`src/design/hlbc_pkg.sv`:
```
// ----------------------------------------------------------------------------
// hlbc_pkg
// Shared types, sizes and codes for the hashed LRU buffer cache directory.
// ----------------------------------------------------------------------------
package hlbc_pkg;

   // directory geometry
   localparam int NUM_BUFFERS = 32;
   localparam int NUM_BUCKETS = 13;
   localparam int IDX_W       = $clog2(NUM_BUFFERS);

   // field widths
   localparam int MODE_W   = 2;
   localparam int DEV_W    = 8;
   localparam int BLK_W    = 32;
   localparam int BIDX_W   = 5;
   localparam int STATUS_W = 2;
   localparam int BUCKET_W = 4;
   localparam int COUNT_W  = 8;
   localparam int STAMP_W  = 32;

   localparam logic [COUNT_W-1:0] COUNT_MAX = '1;

   // request modes
   localparam logic [MODE_W-1:0] MODE_READ    = 2'd0;
   localparam logic [MODE_W-1:0] MODE_RELEASE = 2'd1;
   localparam logic [MODE_W-1:0] MODE_PIN     = 2'd2;
   localparam logic [MODE_W-1:0] MODE_UNPIN   = 2'd3;

   // response status codes
   localparam logic [STATUS_W-1:0] STATUS_OK        = 2'd0;
   localparam logic [STATUS_W-1:0] STATUS_NO_FREE   = 2'd1;
   localparam logic [STATUS_W-1:0] STATUS_COUNT_ERR = 2'd2;

   typedef struct packed {
      logic [MODE_W-1:0] mode;
      logic [DEV_W-1:0]  device;
      logic [BLK_W-1:0]  block_number;
      logic [BIDX_W-1:0] buffer_index;
   } req_type;

   typedef struct packed {
      logic [BIDX_W-1:0]   entry;
      logic                hit;
      logic                need_disk_read;
      logic [STATUS_W-1:0] status;
   } rsp_type;

   // one directory entry
   typedef struct packed {
      logic [DEV_W-1:0]    tag_device;
      logic [BLK_W-1:0]    tag_block;
      logic [COUNT_W-1:0]  ref_count;
      logic                contents_valid;
      logic [BUCKET_W-1:0] bucket;
      logic [STAMP_W-1:0]  stamp;
   } entry_type;

   // directory write port
   typedef struct packed {
      logic             en;
      logic [IDX_W-1:0] idx;
      entry_type        data;
   } wr_type;

endpackage

```
`src/design/hlbc_bucket_hash.sv`:
```
// ----------------------------------------------------------------------------
// hlbc_bucket_hash
// Iterative block number modulo NUM_BUCKETS, one nibble per cycle.
// ----------------------------------------------------------------------------
module hlbc_bucket_hash (
   input  logic                           clock,
   input  logic                           reset,
   input  logic                           start,
   input  logic [hlbc_pkg::BLK_W-1:0]     block_number,
   output logic                           done,
   output logic [hlbc_pkg::BUCKET_W-1:0]  remainder
);
   import hlbc_pkg::*;

   localparam int STEPS = BLK_W / 4;
   localparam int CNT_W = $clog2(STEPS);
   localparam logic [CNT_W-1:0] CNT_LAST = CNT_W'(STEPS - 1);

   logic                busy_ff;
   logic                done_ff;
   logic [CNT_W-1:0]    cnt_ff;
   logic [BLK_W-1:0]    shift_ff;
   logic [BUCKET_W-1:0] rem_ff;
   logic [BUCKET_W-1:0] rem_in;
   logic [7:0]          partial;

   // restoring reduction of remainder * 16 + next nibble
   always_comb begin
      partial = {rem_ff, shift_ff[BLK_W-1 -: 4]};
      for (int s = 3; s >= 0; s--) begin
         if (partial >= 8'(NUM_BUCKETS << s)) begin
            partial = partial - 8'(NUM_BUCKETS << s);
         end
      end
      rem_in = partial[BUCKET_W-1:0];
   end

   // sequencing
   always_ff @(posedge clock) begin
      if (reset) begin
         busy_ff <= 1'b0;
         done_ff <= 1'b0;
         cnt_ff  <= '0;
      end else begin
         done_ff <= 1'b0;
         if (start) begin
            busy_ff <= 1'b1;
            cnt_ff  <= '0;
         end else if (busy_ff) begin
            cnt_ff <= cnt_ff + 1'b1;
            if (cnt_ff == CNT_LAST) begin
               busy_ff <= 1'b0;
               done_ff <= 1'b1;
            end
         end
      end
   end

   // datapath
   always_ff @(posedge clock) begin
      if (start) begin
         shift_ff <= block_number;
         rem_ff   <= '0;
      end else if (busy_ff) begin
         shift_ff <= {shift_ff[BLK_W-5:0], 4'b0000};
         rem_ff   <= rem_in;
      end
   end

   assign done      = done_ff;
   assign remainder = rem_ff;

endmodule

```
`src/design/hlbc_entry_store.sv`:
```
// ----------------------------------------------------------------------------
// hlbc_entry_store
// Directory entries with one read port and one write port.
// ----------------------------------------------------------------------------
module hlbc_entry_store (
   input  logic                          clock,
   input  logic                          reset,
   input  logic [hlbc_pkg::IDX_W-1:0]    rd_idx,
   output hlbc_pkg::entry_type           rd_entry,
   input  hlbc_pkg::wr_type              wr
);
   import hlbc_pkg::*;

   entry_type entry_ff [NUM_BUFFERS];

   // reset puts every entry in bucket 0 with its index as stamp
   always_ff @(posedge clock) begin
      if (reset) begin
         for (int i = 0; i < NUM_BUFFERS; i++) begin
            entry_ff[i] <= {($bits(entry_type) - STAMP_W)'(0), STAMP_W'(i)};
         end
      end else if (wr.en) begin
         entry_ff[wr.idx] <= wr.data;
      end
   end

   assign rd_entry = entry_ff[rd_idx];

endmodule

```
`src/design/hashed_lru_buffer_cache.sv`:
```
// Read: hash of the block number, then a scan of every entry at one entry per
//   cycle, then a commit.
// Release, pin and unpin: an update state, then the registered response.
// One transaction in flight: a new request is taken only back in idle, once
//   the last one has committed; a stalled response holds back the commit.
// Synchronous reset restores the whole directory.
// ----------------------------------------------------------------------------
// hashed_lru_buffer_cache
// Buffer directory with hashed lookup, reference counts and LRU recycling.
// ----------------------------------------------------------------------------
module hashed_lru_buffer_cache (
   input  logic              clock,
   input  logic              reset,
   input  logic              req_valid,
   output logic              req_ready,
   input  hlbc_pkg::req_type req_data,
   output logic              rsp_valid,
   input  logic              rsp_ready,
   output hlbc_pkg::rsp_type rsp_data
);
   import hlbc_pkg::*;

   localparam logic [2:0] S_IDLE   = 3'd0;
   localparam logic [2:0] S_HASH   = 3'd1;
   localparam logic [2:0] S_SCAN   = 3'd2;
   localparam logic [2:0] S_COMMIT = 3'd3;
   localparam logic [2:0] S_UPDATE = 3'd4;

   localparam logic [IDX_W-1:0] IDX_LAST = IDX_W'(NUM_BUFFERS - 1);

   logic [2:0]          state_ff, state_in;
   req_type             req_ff, req_in;
   logic [BUCKET_W-1:0] h_ff, h_in;
   logic [IDX_W-1:0]    scan_idx_ff, scan_idx_in;
   logic                match_vld_ff, match_vld_in;
   logic [IDX_W-1:0]    match_idx_ff, match_idx_in;
   logic [STAMP_W-1:0]  match_stamp_ff, match_stamp_in;
   logic                free_vld_ff, free_vld_in;
   logic [IDX_W-1:0]    free_idx_ff, free_idx_in;
   logic [BUCKET_W-1:0] free_dist_ff, free_dist_in;
   logic [STAMP_W-1:0]  free_stamp_ff, free_stamp_in;
   logic [STAMP_W-1:0]  stamp_cnt_ff, stamp_cnt_in;
   logic                rsp_valid_ff, rsp_valid_in;
   rsp_type             rsp_ff, rsp_in;

   logic                hash_start;
   logic                hash_done;
   logic [BUCKET_W-1:0] hash_rem;
   logic [IDX_W-1:0]    rd_idx;
   entry_type           rd_entry;
   wr_type              wr;
   logic                out_free;
   logic [BUCKET_W:0]   dist_wide;
   logic [BUCKET_W-1:0] bkt_dist;
   logic                tag_match;
   logic [IDX_W-1:0]    pick;
   logic                in_range;

   hlbc_bucket_hash u_hash (
      .clock        (clock),
      .reset        (reset),
      .start        (hash_start),
      .block_number (req_data.block_number),
      .done         (hash_done),
      .remainder    (hash_rem)
   );

   hlbc_entry_store u_store (
      .clock    (clock),
      .reset    (reset),
      .rd_idx   (rd_idx),
      .rd_entry (rd_entry),
      .wr       (wr)
   );

   assign out_free  = !rsp_valid_ff || rsp_ready;
   assign pick      = match_vld_ff ? match_idx_ff : free_idx_ff;
   assign in_range  = 32'(req_ff.buffer_index) < NUM_BUFFERS;

   // bucket distance from the read's bucket, wrapping round
   always_comb begin
      if (rd_entry.bucket >= h_ff) begin
         dist_wide = {1'b0, rd_entry.bucket} - {1'b0, h_ff};
      end else begin
         dist_wide = {1'b0, rd_entry.bucket} + (BUCKET_W+1)'(NUM_BUCKETS) - {1'b0, h_ff};
      end
      bkt_dist  = dist_wide[BUCKET_W-1:0];
      tag_match = (rd_entry.bucket == h_ff) && (rd_entry.tag_device == req_ff.device)
                  && (rd_entry.tag_block == req_ff.block_number);
   end

   // sequencer and shared compare unit
   always_comb begin
      state_in       = state_ff;
      req_in         = req_ff;
      h_in           = h_ff;
      scan_idx_in    = scan_idx_ff;
      match_vld_in   = match_vld_ff;
      match_idx_in   = match_idx_ff;
      match_stamp_in = match_stamp_ff;
      free_vld_in    = free_vld_ff;
      free_idx_in    = free_idx_ff;
      free_dist_in   = free_dist_ff;
      free_stamp_in  = free_stamp_ff;
      stamp_cnt_in   = stamp_cnt_ff;
      rsp_valid_in   = rsp_valid_ff && !rsp_ready;
      rsp_in         = rsp_ff;
      hash_start     = 1'b0;
      rd_idx         = scan_idx_ff;
      wr.en          = 1'b0;
      wr.idx         = rd_idx;
      wr.data        = rd_entry;

      case (state_ff)
         S_IDLE: begin
            if (req_valid) begin
               req_in = req_data;
               if (req_data.mode == MODE_READ) begin
                  hash_start = 1'b1;
                  state_in   = S_HASH;
               end else begin
                  state_in = S_UPDATE;
               end
            end
         end

         S_HASH: begin
            if (hash_done) begin
               h_in         = hash_rem;
               scan_idx_in  = '0;
               match_vld_in = 1'b0;
               free_vld_in  = 1'b0;
               state_in     = S_SCAN;
            end
         end

         // one entry per cycle: newest tag match, nearest-bucket oldest free
         S_SCAN: begin
            rd_idx = scan_idx_ff;
            if (tag_match && (!match_vld_ff || rd_entry.stamp > match_stamp_ff)) begin
               match_vld_in   = 1'b1;
               match_idx_in   = scan_idx_ff;
               match_stamp_in = rd_entry.stamp;
            end
            if ((rd_entry.ref_count == '0) && (!free_vld_ff || bkt_dist < free_dist_ff
                  || (bkt_dist == free_dist_ff && rd_entry.stamp < free_stamp_ff))) begin
               free_vld_in   = 1'b1;
               free_idx_in   = scan_idx_ff;
               free_dist_in  = bkt_dist;
               free_stamp_in = rd_entry.stamp;
            end
            if (scan_idx_ff == IDX_LAST) begin
               state_in = S_COMMIT;
            end else begin
               scan_idx_in = scan_idx_ff + 1'b1;
            end
         end

         S_COMMIT: begin
            rd_idx = pick;
            wr.idx = pick;
            if (out_free) begin
               rsp_valid_in       = 1'b1;
               rsp_in.entry       = BIDX_W'(pick);
               rsp_in.hit         = match_vld_ff;
               rsp_in.status      = STATUS_OK;
               wr.data.contents_valid = 1'b1;
               if (match_vld_ff) begin
                  wr.en                 = 1'b1;
                  rsp_in.need_disk_read = !rd_entry.contents_valid;
                  if (rd_entry.ref_count == COUNT_MAX) begin
                     rsp_in.status = STATUS_COUNT_ERR;
                  end else begin
                     wr.data.ref_count = rd_entry.ref_count + 1'b1;
                  end
               end else if (free_vld_ff) begin
                  wr.en                 = 1'b1;
                  rsp_in.need_disk_read = 1'b1;
                  wr.data.tag_device    = req_ff.device;
                  wr.data.tag_block     = req_ff.block_number;
                  wr.data.ref_count     = COUNT_W'(1);
                  if (free_dist_ff != '0) begin
                     wr.data.bucket = h_ff;
                     wr.data.stamp  = stamp_cnt_ff;
                     stamp_cnt_in   = stamp_cnt_ff + 1'b1;
                  end
               end else begin
                  rsp_in.entry          = '0;
                  rsp_in.need_disk_read = 1'b0;
                  rsp_in.status         = STATUS_NO_FREE;
               end
               state_in = S_IDLE;
            end
         end

         // release, pin and unpin on one entry
         S_UPDATE: begin
            rd_idx = IDX_W'(req_ff.buffer_index);
            wr.idx = rd_idx;
            if (out_free) begin
               rsp_valid_in          = 1'b1;
               rsp_in.entry          = req_ff.buffer_index;
               rsp_in.hit            = 1'b0;
               rsp_in.need_disk_read = 1'b0;
               rsp_in.status         = STATUS_OK;
               if (!in_range) begin
                  rsp_in.status = STATUS_COUNT_ERR;
               end else if (req_ff.mode == MODE_PIN) begin
                  if (rd_entry.ref_count == COUNT_MAX) begin
                     rsp_in.status = STATUS_COUNT_ERR;
                  end else begin
                     wr.en             = 1'b1;
                     wr.data.ref_count = rd_entry.ref_count + 1'b1;
                  end
               end else if (rd_entry.ref_count == '0) begin
                  rsp_in.status = STATUS_COUNT_ERR;
               end else begin
                  wr.en             = 1'b1;
                  wr.data.ref_count = rd_entry.ref_count - 1'b1;
                  if (req_ff.mode == MODE_RELEASE && rd_entry.ref_count == COUNT_W'(1)) begin
                     wr.data.stamp = stamp_cnt_ff;
                     stamp_cnt_in  = stamp_cnt_ff + 1'b1;
                  end
               end
               state_in = S_IDLE;
            end
         end

         default: begin
            state_in = S_IDLE;
         end
      endcase
   end

   // control registers
   always_ff @(posedge clock) begin
      if (reset) begin
         state_ff     <= S_IDLE;
         rsp_valid_ff <= 1'b0;
         stamp_cnt_ff <= STAMP_W'(NUM_BUFFERS);
         match_vld_ff <= 1'b0;
         free_vld_ff  <= 1'b0;
      end else begin
         state_ff     <= state_in;
         rsp_valid_ff <= rsp_valid_in;
         stamp_cnt_ff <= stamp_cnt_in;
         match_vld_ff <= match_vld_in;
         free_vld_ff  <= free_vld_in;
      end
   end

   // payload registers
   always_ff @(posedge clock) begin
      req_ff         <= req_in;
      h_ff           <= h_in;
      scan_idx_ff    <= scan_idx_in;
      match_idx_ff   <= match_idx_in;
      match_stamp_ff <= match_stamp_in;
      free_idx_ff    <= free_idx_in;
      free_dist_ff   <= free_dist_in;
      free_stamp_ff  <= free_stamp_in;
      rsp_ff         <= rsp_in;
   end

   assign req_ready = (state_ff == S_IDLE);
   assign rsp_valid = rsp_valid_ff;
   assign rsp_data  = rsp_ff;

endmodule

```
`config.mk`:
```
export PLATFORM = sky130hd
export DESIGN_NAME = hashed_lru_buffer_cache
export DESIGN_NICKNAME = d
export VERILOG_FILES = /design/src/design/hlbc_pkg.sv /design/src/design/hlbc_bucket_hash.sv /design/src/design/hlbc_entry_store.sv /design/src/design/hashed_lru_buffer_cache.sv
export SDC_FILE = /design/constraint.sdc
export NUM_CORES = 2
export LEC_CHECK = 0
export BUFFER_PORTS_ARGS = -buffer_cell sky130_fd_sc_hd__buf_2
export CORE_MARGIN = 2
export CORE_UTILIZATION = 50
export DETAILED_ROUTE_END_ITERATION = 12
export GPL_ROUTABILITY_DRIVEN = 0
export PLACE_DENSITY = 0.63
export SYNTH_ARGS = -nofsm -noshare
export SYNTH_HDL_FRONTEND = slang
export SYNTH_SLANG_ARGS = --single-unit
export TNS_END_PERCENT = 5
```
`constraint.sdc`:
```
create_clock -name clock -period 12 [get_ports clock]
set_input_delay 2.4 -clock clock [delete_from_list [all_inputs] [get_ports clock]]
set_output_delay 2.4 -clock clock [all_outputs]
set_load 0.02 [all_outputs]
```
# --- After elaboration in Yosys (flattened, before gate mapping) ---
# Memory sizes are Yosys's and may differ from the RTL's.
# Index checks and enable logic that the tools add are counted.
classes:
  eq_ne: 29
  n_mul: 0
  magnitude_cmp: 8
  n_reduce_logical: 37
  bitwise: 1
  div_mod_pow: 0
  mux: 86
  shifts: 0
  addsub: 12
ops:
  columns: ["operator", "n"]
  rows:
  - ["$mux W32", 14]
  - ["$mux W85", 2]
  - ["$pmux W32 S2", 2]
  - ["$mux W36", 3]
  - ["$reduce_or A85 Y1", 1]
  - ["$mux W40", 2]
  - ["$mux W8", 8]
  - ["$mux W48", 1]
  - ["$mux W5", 7]
  - ["$add A32 B1 Y32 const B", 1]
  - ["$eq A32 B32 Y1", 1]
  - ["$gt A32 B32 Y1", 1]
  - ["$lt A32 B32 Y1", 1]
  - ["$mux W1", 26]
  - ["$ne A2 B2 Y1 const B", 13]
  - ["$pmux W5 S2", 2]
  - ["$mux W3", 6]
  - ["$mux W9", 2]
  - ["$pmux W9 S2", 1]
  - ["$pmux W8 S2", 1]
  - ["$pmux W3 S4", 1]
  - ["$pmux W6 S2", 1]
  - ["$reduce_and A3 Y1", 4]
  - ["$reduce_and A9 Y1", 1]
  - ["43 further kinds", 71]
word_totals:
  output_inout_bits: 11
  inputBits: 51
  latchBits: 0
  register_bits: 222
  ram_bits: 2720
  mem_bits_ro: 0
  memories: 1
memory_table:
  columns: ["name", "depth", "width", "read_ports", "rd_ports_with_merged_regs", "write_ports", "line", "source"]
  rows:
  - ["u_store.entry_ff", 32, 85, 1, 0, 32, "hlbc_entry_store.sv:14", "entry_type entry_ff [NUM_BUFFERS];"]

# --- Depth between registers and ports, before layout ---
# An unclocked memory read counts as a cell.
logic_depth:
  ltp_word: 13
  depth_mapped: 33
  mapped_depth_nobuf: 25

# --- Modules after synthesis ---
# Synthesis repeated with hierarchy kept, for this count alone.
unflattened:
  cells_unflattened: 8733
  area_unflattened_um2: 134387.6
modules_own_cells:
  columns: ["mod", "cells_per_inst", "seq_area_each_um2", "area_each_um2", "n_inst"]
  rows:
  - ["hlbc_entry_store", 7522, 81678.3, 121165.0, 1]
  - ["hashed_lru_buffer_cache", 993, 5054.8, 10726.5, 1]
  - ["hlbc_bucket_hash", 218, 1141.1, 2496.1, 1]

# --- Worst setup path after synthesis ---
# No wires, ideal clock.
synth_path:
  path_kind: "flip-flop to flip-flop"
  startpoint: "register state_ff[0]"
  endpoint: "register free_dist_ff[0] (enable)"
  n_path_buf: 8
  setup_ns: 0.439
  arrival_time_ns: 6.962
  required_time_ns: 11.561
  period_less_slack_ns: 7.401
  stages_incl_launch_ff: 33
  slack_ns: 4.599
  path_cell_list: "dfxtp_1 > buf_4 > nor3b_2 > buf_4 > nor2_8 > a221o_1 > buf_6 > buf_6 > buf_4 > buf_4 > nor2_1 > clkbuf_1 > clkbuf_1 > a22oi_1 > a21oi_1 > nor2_1 > nand4_1 > inv_1 > ha_1 > fa_1 > nor2_1 > o21ai_0 > nand2b_1 > nand2b_1 > nor2_1 > a21oi_1 > ha_1 > nor2b_1 > o21a_1 > o21a_1 > o21ai_0 > a31oi_1 > nor2_1"
synth_via:
  elab_chain_len: 11
  elab_cells_between_ends: 19
  classes_between: "add/sub: 3; order compare: 3; eq/ne: 4; mux: 2; reduce/logical: 6; memory: 1"
synth_lines:
  columns: ["item", "line", "source"]
  rows:
  - ["start: declaration", "hashed_lru_buffer_cache.sv:31", "logic [2:0] state_ff, state_in;"]
  - ["start signal: assignment", "hashed_lru_buffer_cache.sv:244", "state_ff <= state_in;"]
  - ["$eq A3 B3 Y1 or $eq A3 B2 Y1 (tied branches)", "hashed_lru_buffer_cache.sv:114", "case (state_ff)"]
  - ["$pmux W5 S2 *", "hashed_lru_buffer_cache.sv:114", null]
  - ["$mem_v2 Z32 W85 *", null, null]
  - ["$add A4 B4 Y4", "hashed_lru_buffer_cache.sv:85", "dist_wide = {1'b0, rd_entry.bucket} + (BUCKET_W+1)'(NUM_BUCKETS) - {1'b0, h_ff};"]
  - ["$sub A4 B4 Y4", "hashed_lru_buffer_cache.sv:85", null]
  - ["$mux W4 *", "hashed_lru_buffer_cache.sv:82", "if (rd_entry.bucket >= h_ff) begin"]
  - ["named net dist_wide[1]", "hashed_lru_buffer_cache.sv:53", "logic [BUCKET_W:0] dist_wide;"]
  - ["$lt A4 B4 Y1 or $eq A4 B4 Y1 (tied branches)", "hashed_lru_buffer_cache.sv:145, hashed_lru_buffer_cache.sv:146", null]
  - ["$logic_or A1 B1 Y1 or $logic_and A1 B1 Y1 (tied branches)", "hashed_lru_buffer_cache.sv:145, hashed_lru_buffer_cache.sv:146", null]
  - ["$logic_or A1 B1 Y1 *", "hashed_lru_buffer_cache.sv:146", "|| (bkt_dist == free_dist_ff && rd_entry.stamp < free_stamp_ff))) begin"]
  - ["$logic_and A1 B1 Y1 *", "hashed_lru_buffer_cache.sv:145", "if ((rd_entry.ref_count == '0) && (!free_vld_ff || bkt_dist < free_dist_ff"]
  - ["$reduce_and A2 Y1 (no line) *", null, null]
  - ["end signal: assignment", "hashed_lru_buffer_cache.sv:260", "free_dist_ff <= free_dist_in;"]
  - ["end: declaration", "hashed_lru_buffer_cache.sv:40", "logic [BUCKET_W-1:0] free_dist_ff, free_dist_in;"]
# The timed path passes the listed nets; every way through them passes the cells marked *.
# A chain may end at the register's enable or synchronous reset.

==> results.json <==
{
  "synth_compound_area_frac": 0.0598,
  "ys.flop_type": "edfxtp_1",
  "rr_worst_depth": 19,
  "ys_seq_area_frac": 0.695,
  "syn_area_sq_um": 126000,
  "num_rows": 184,
  "tightest_slew_ps": 1510,
  "synthMuxAreaShare": 0.0772,
  "crit_arrival_ps": 10920,
  "power_density_nw_per_um2": 173,
  "synth_nets": 9412,
  "dr_total_vias": 83864,
  "critPathMaxFanout": 124,
  "grt_pass1_vias": 81321,
  "synth_xor_area_frac": 0.00541,
  "synth_top_family_by_area": "simple AND/OR/NAND/NOR gates",
  "post-place-ws_ps": 2040,
  "drv_cap": 2,
  "synth_top_area_share": 0.688,
  "synth_seq_cells": 2942,
  "cts_made_buffers": 318,
  "dr.pass1.iters": 8,
  "p_total_mw": 24.1,
  "ios": 62,
  "synthTopCellsByArea": "edfxtp_1 (69%), nor2_1 (8.8%), mux4_2 (6.9%), o22ai_1 (3.2%), a22oi_1 (1.3%)",
  "wire_per_inst_um": 33.5,
  "worst_path_largest_cell_delay_ps": 1000,
  "drive_gt1_frac": 0.149,
  "path_cells": "nor3b_4 > buf_4 > nor2_8 > a221o_4 > nand2_4 > buf_12 > buf_4 > o22ai_1 > nor2_1 > o22ai_1 > nor4_2 > ha_1 > nand2_1 > nor4_1 > buf_4 > nor4_1 > and4_1 > nand4_1 > inv_2",
  "holdCritStartpoint": "stamp_cnt_ff[1]",
  "fin_nets": 9197,
  "fin_crit_ps": 10390,
  "maxSlewViolCount": 4,
  "antenna_left": 0,
  "power.leakage_nw": 47.9,
  "postSynthAreaPerCell_sq_um": 13.6,
  "slowest_stage": "nor4_1",
  "multiInputGateArea_sq_um": 35000,
  "area_growth_pct": 10.5,
  "postCtsSetupBuffers": 0,
  "fmax_mhz": 96.3,
  "async_flop_share": 0,
  "final_cells": 12624,
  "violations": "capacitance limit, slew limit",
  "cts_htree_levels": 5,
  "fin_ws_ps": 1610,
  "dr.first_iter.drc_count": 14314,
  "route.detailed.drc": 0,
  "outcome": "finished with violations",
  "synth_cell_types": 93,
  "fillers": 20136,
  "antenna_found_initial": 16,
  "place_inst": 12081,
  "fp.dieH_um": 507,
  "regArea_sq_um": 87900,
  "synthTopCellsByCount": "nor2_1 (2,959), edfxtp_1 (2,895), o22ai_1 (653)",
  "grt_max_degree": 150,
  "clockRootBuffer": "clkbuf_16",
  "synthSimpleGateAreaFrac": 0.116,
  "r2r-end": "match_stamp_ff[10]",
  "port_buffers": 61,
  "cts.clk_slew.worst_paths_ps": 60,
  "holdBufCountCts": 0,
  "reg2reg_setup_slack_ps": 1610,
  "yosysMostFrequentCell": "nor2_1",
  "crit_start": "state_ff[2]",
  "synth-edff-count": 2895,
  "cts_tree": "built",
  "worst_ep_required_time_ps": 12530,
  "place_hpwl_um": 229000,
  "min_path_cells": 2,
  "path_class": "flip-flop to flip-flop",
  "vdd_drop_max_v": 0.000198,
  "clk_path_buf_depth": 4,
  "yosysTopAreaCell": "edfxtp_1",
  "synth_warnings": 0,
  "overflow": 0,
  "worst_hold_path_type": "flip-flop to flip-flop",
  "period_share": 0.866,
  "syn-instance-count": 9268,
  "critPathMostFrequentCell": "buf_4",
  "clock-sinks": 2942,
  "setup_violations": 0,
  "wl_um": 423000,
  "insertion_delay_ps": 990,
  "grt_pass1_wl_um": 596000,
  "whs_endpoint": "stamp_cnt_ff[1]",
  "fin_skew_ps": 85.4,
  "r2r-start": "state_ff[2]",
  "cts_resized": 0,
  "globalRouteTotalUtil": 0.325,
  "rsz0062_at_grt": "no",
  "synthAdderAreaFrac": 0.00933,
  "core_area_sq_um": 251000,
  "slew_headroom": -0.0170,
  "critPathLaunchType": "flip-flop",
  "initial_core_util": 0.503,
  "final_hold_viol_count": 0,
  "dieArea_sq_um": 257000,
  "fin_setup_tns_ps": 0,
  "via_per_inst": 6.64,
  "die_x_um": 507,
  "end_kind": "flip-flop"
}
-- report_power, final --
part / total [mW] / internal, mW / switching (mW)
Clock: 9.34 / 5.37 / 3.97
Sequential: 11.8 / 11.6 / 0.165
Combinational: 2.97 / 0.848 / 2.12
Total: 24.1 / 17.8 / 6.26
-- state kept, by name (all words and copies together) (netlist names), 4 cells and up --
register and count:
h_ff 4, u_hash.remainder 4, u_store.entry_ff 2720, u_hash.shift_ff 32, free_idx_ff 5, match_stamp_ff 32, rsp_data 9, match_idx_ff 5
free_dist_ff 4, stamp_cnt_ff 32, req_ff 47, free_stamp_ff 32, scan_idx_ff 5
-- routing by layer --
layer	wire (um)	global-route usage
met5	48	0
met3	58500	0.0853
met4	19600	0.133
met1	152000	0.442
met2	193000	0.500
-- placed cells by master (no fill, tap or decap), drive strengths merged, types with 15 or more instances in the layout --
cell,netlist,layout
nor2,2991,2991
edfxtp,2895,2895
o22ai,653,653
clkbuf,417,396
mux4,392,392
buf,459,341
a22oi,217,217
nand2,186,186
clkinv,0,115
inv,101,105
nand4,100,100
ha,91,91
mux2i,86,86
nand2b,79,79
nor3,52,52
xnor2,50,50
dfxtp,47,47
a21oi,45,45
nor4,45,45
nand3,43,43
o21ai,40,40
a221oi,30,30
a21o,28,28
xor2,28,28
a22o,24,24
o21a,20,20
bufinv,0,19
and3,15,15
-- stage by stage --
stage	util	instance area, sq um	hold WS, ps
2_1_floorplan	-	126000	406
3_3_place_gp	0.517	130000	494
3_5_place_dp	0.517	130000	503
4_1_cts	0.556	140000	516
5_1_grt	0.556	140000	549
6_report	0.556	140000	521
-- worst max-delay path: cells and delay by family, from the launching register on --
family	cells	cell delay (ps)
DFF	1	530
and+or+nand+nor	10	4700
adders and majority gates	1	560
AOI/OAI and AO/OA	3	1020
buffers and inverters	5	2630
-- cell families (layout without fill, tap and decap cells) --
family | Yosys count | count (layout)
other cells | 0 | 4
flops | 2942 | 2942
simple gates | 3576 | 3576
compound gates | 1119 | 1119
mux | 483 | 483
fa+ha+maj | 93 | 93
buf+inv | 977 | 981
xor+xnor | 78 | 78
-- area by class of cell --
type	count	area share
antenna	4	0.0000717
clock buffer	396	0.0606
clock inverter	143	0.00825
inverter	101	0.00271
multi-input combinational	5349	0.250
sequential	2942	0.629
tap	3348	0.0300
timing repair buffer	341	0.0189
-- how the worst max path moves through the flow --
stage                               to  depth (start not counted)
floorplan              free_dist_ff[0]                         32
global placement    match_stamp_ff[13]                         19
detailed placement   match_stamp_ff[8]                         19
CTS                  match_stamp_ff[8]                         19
global route        match_stamp_ff[13]                         19
finish              match_stamp_ff[10]                         19
Note: power is estimated with default switching activity, not from simulation.
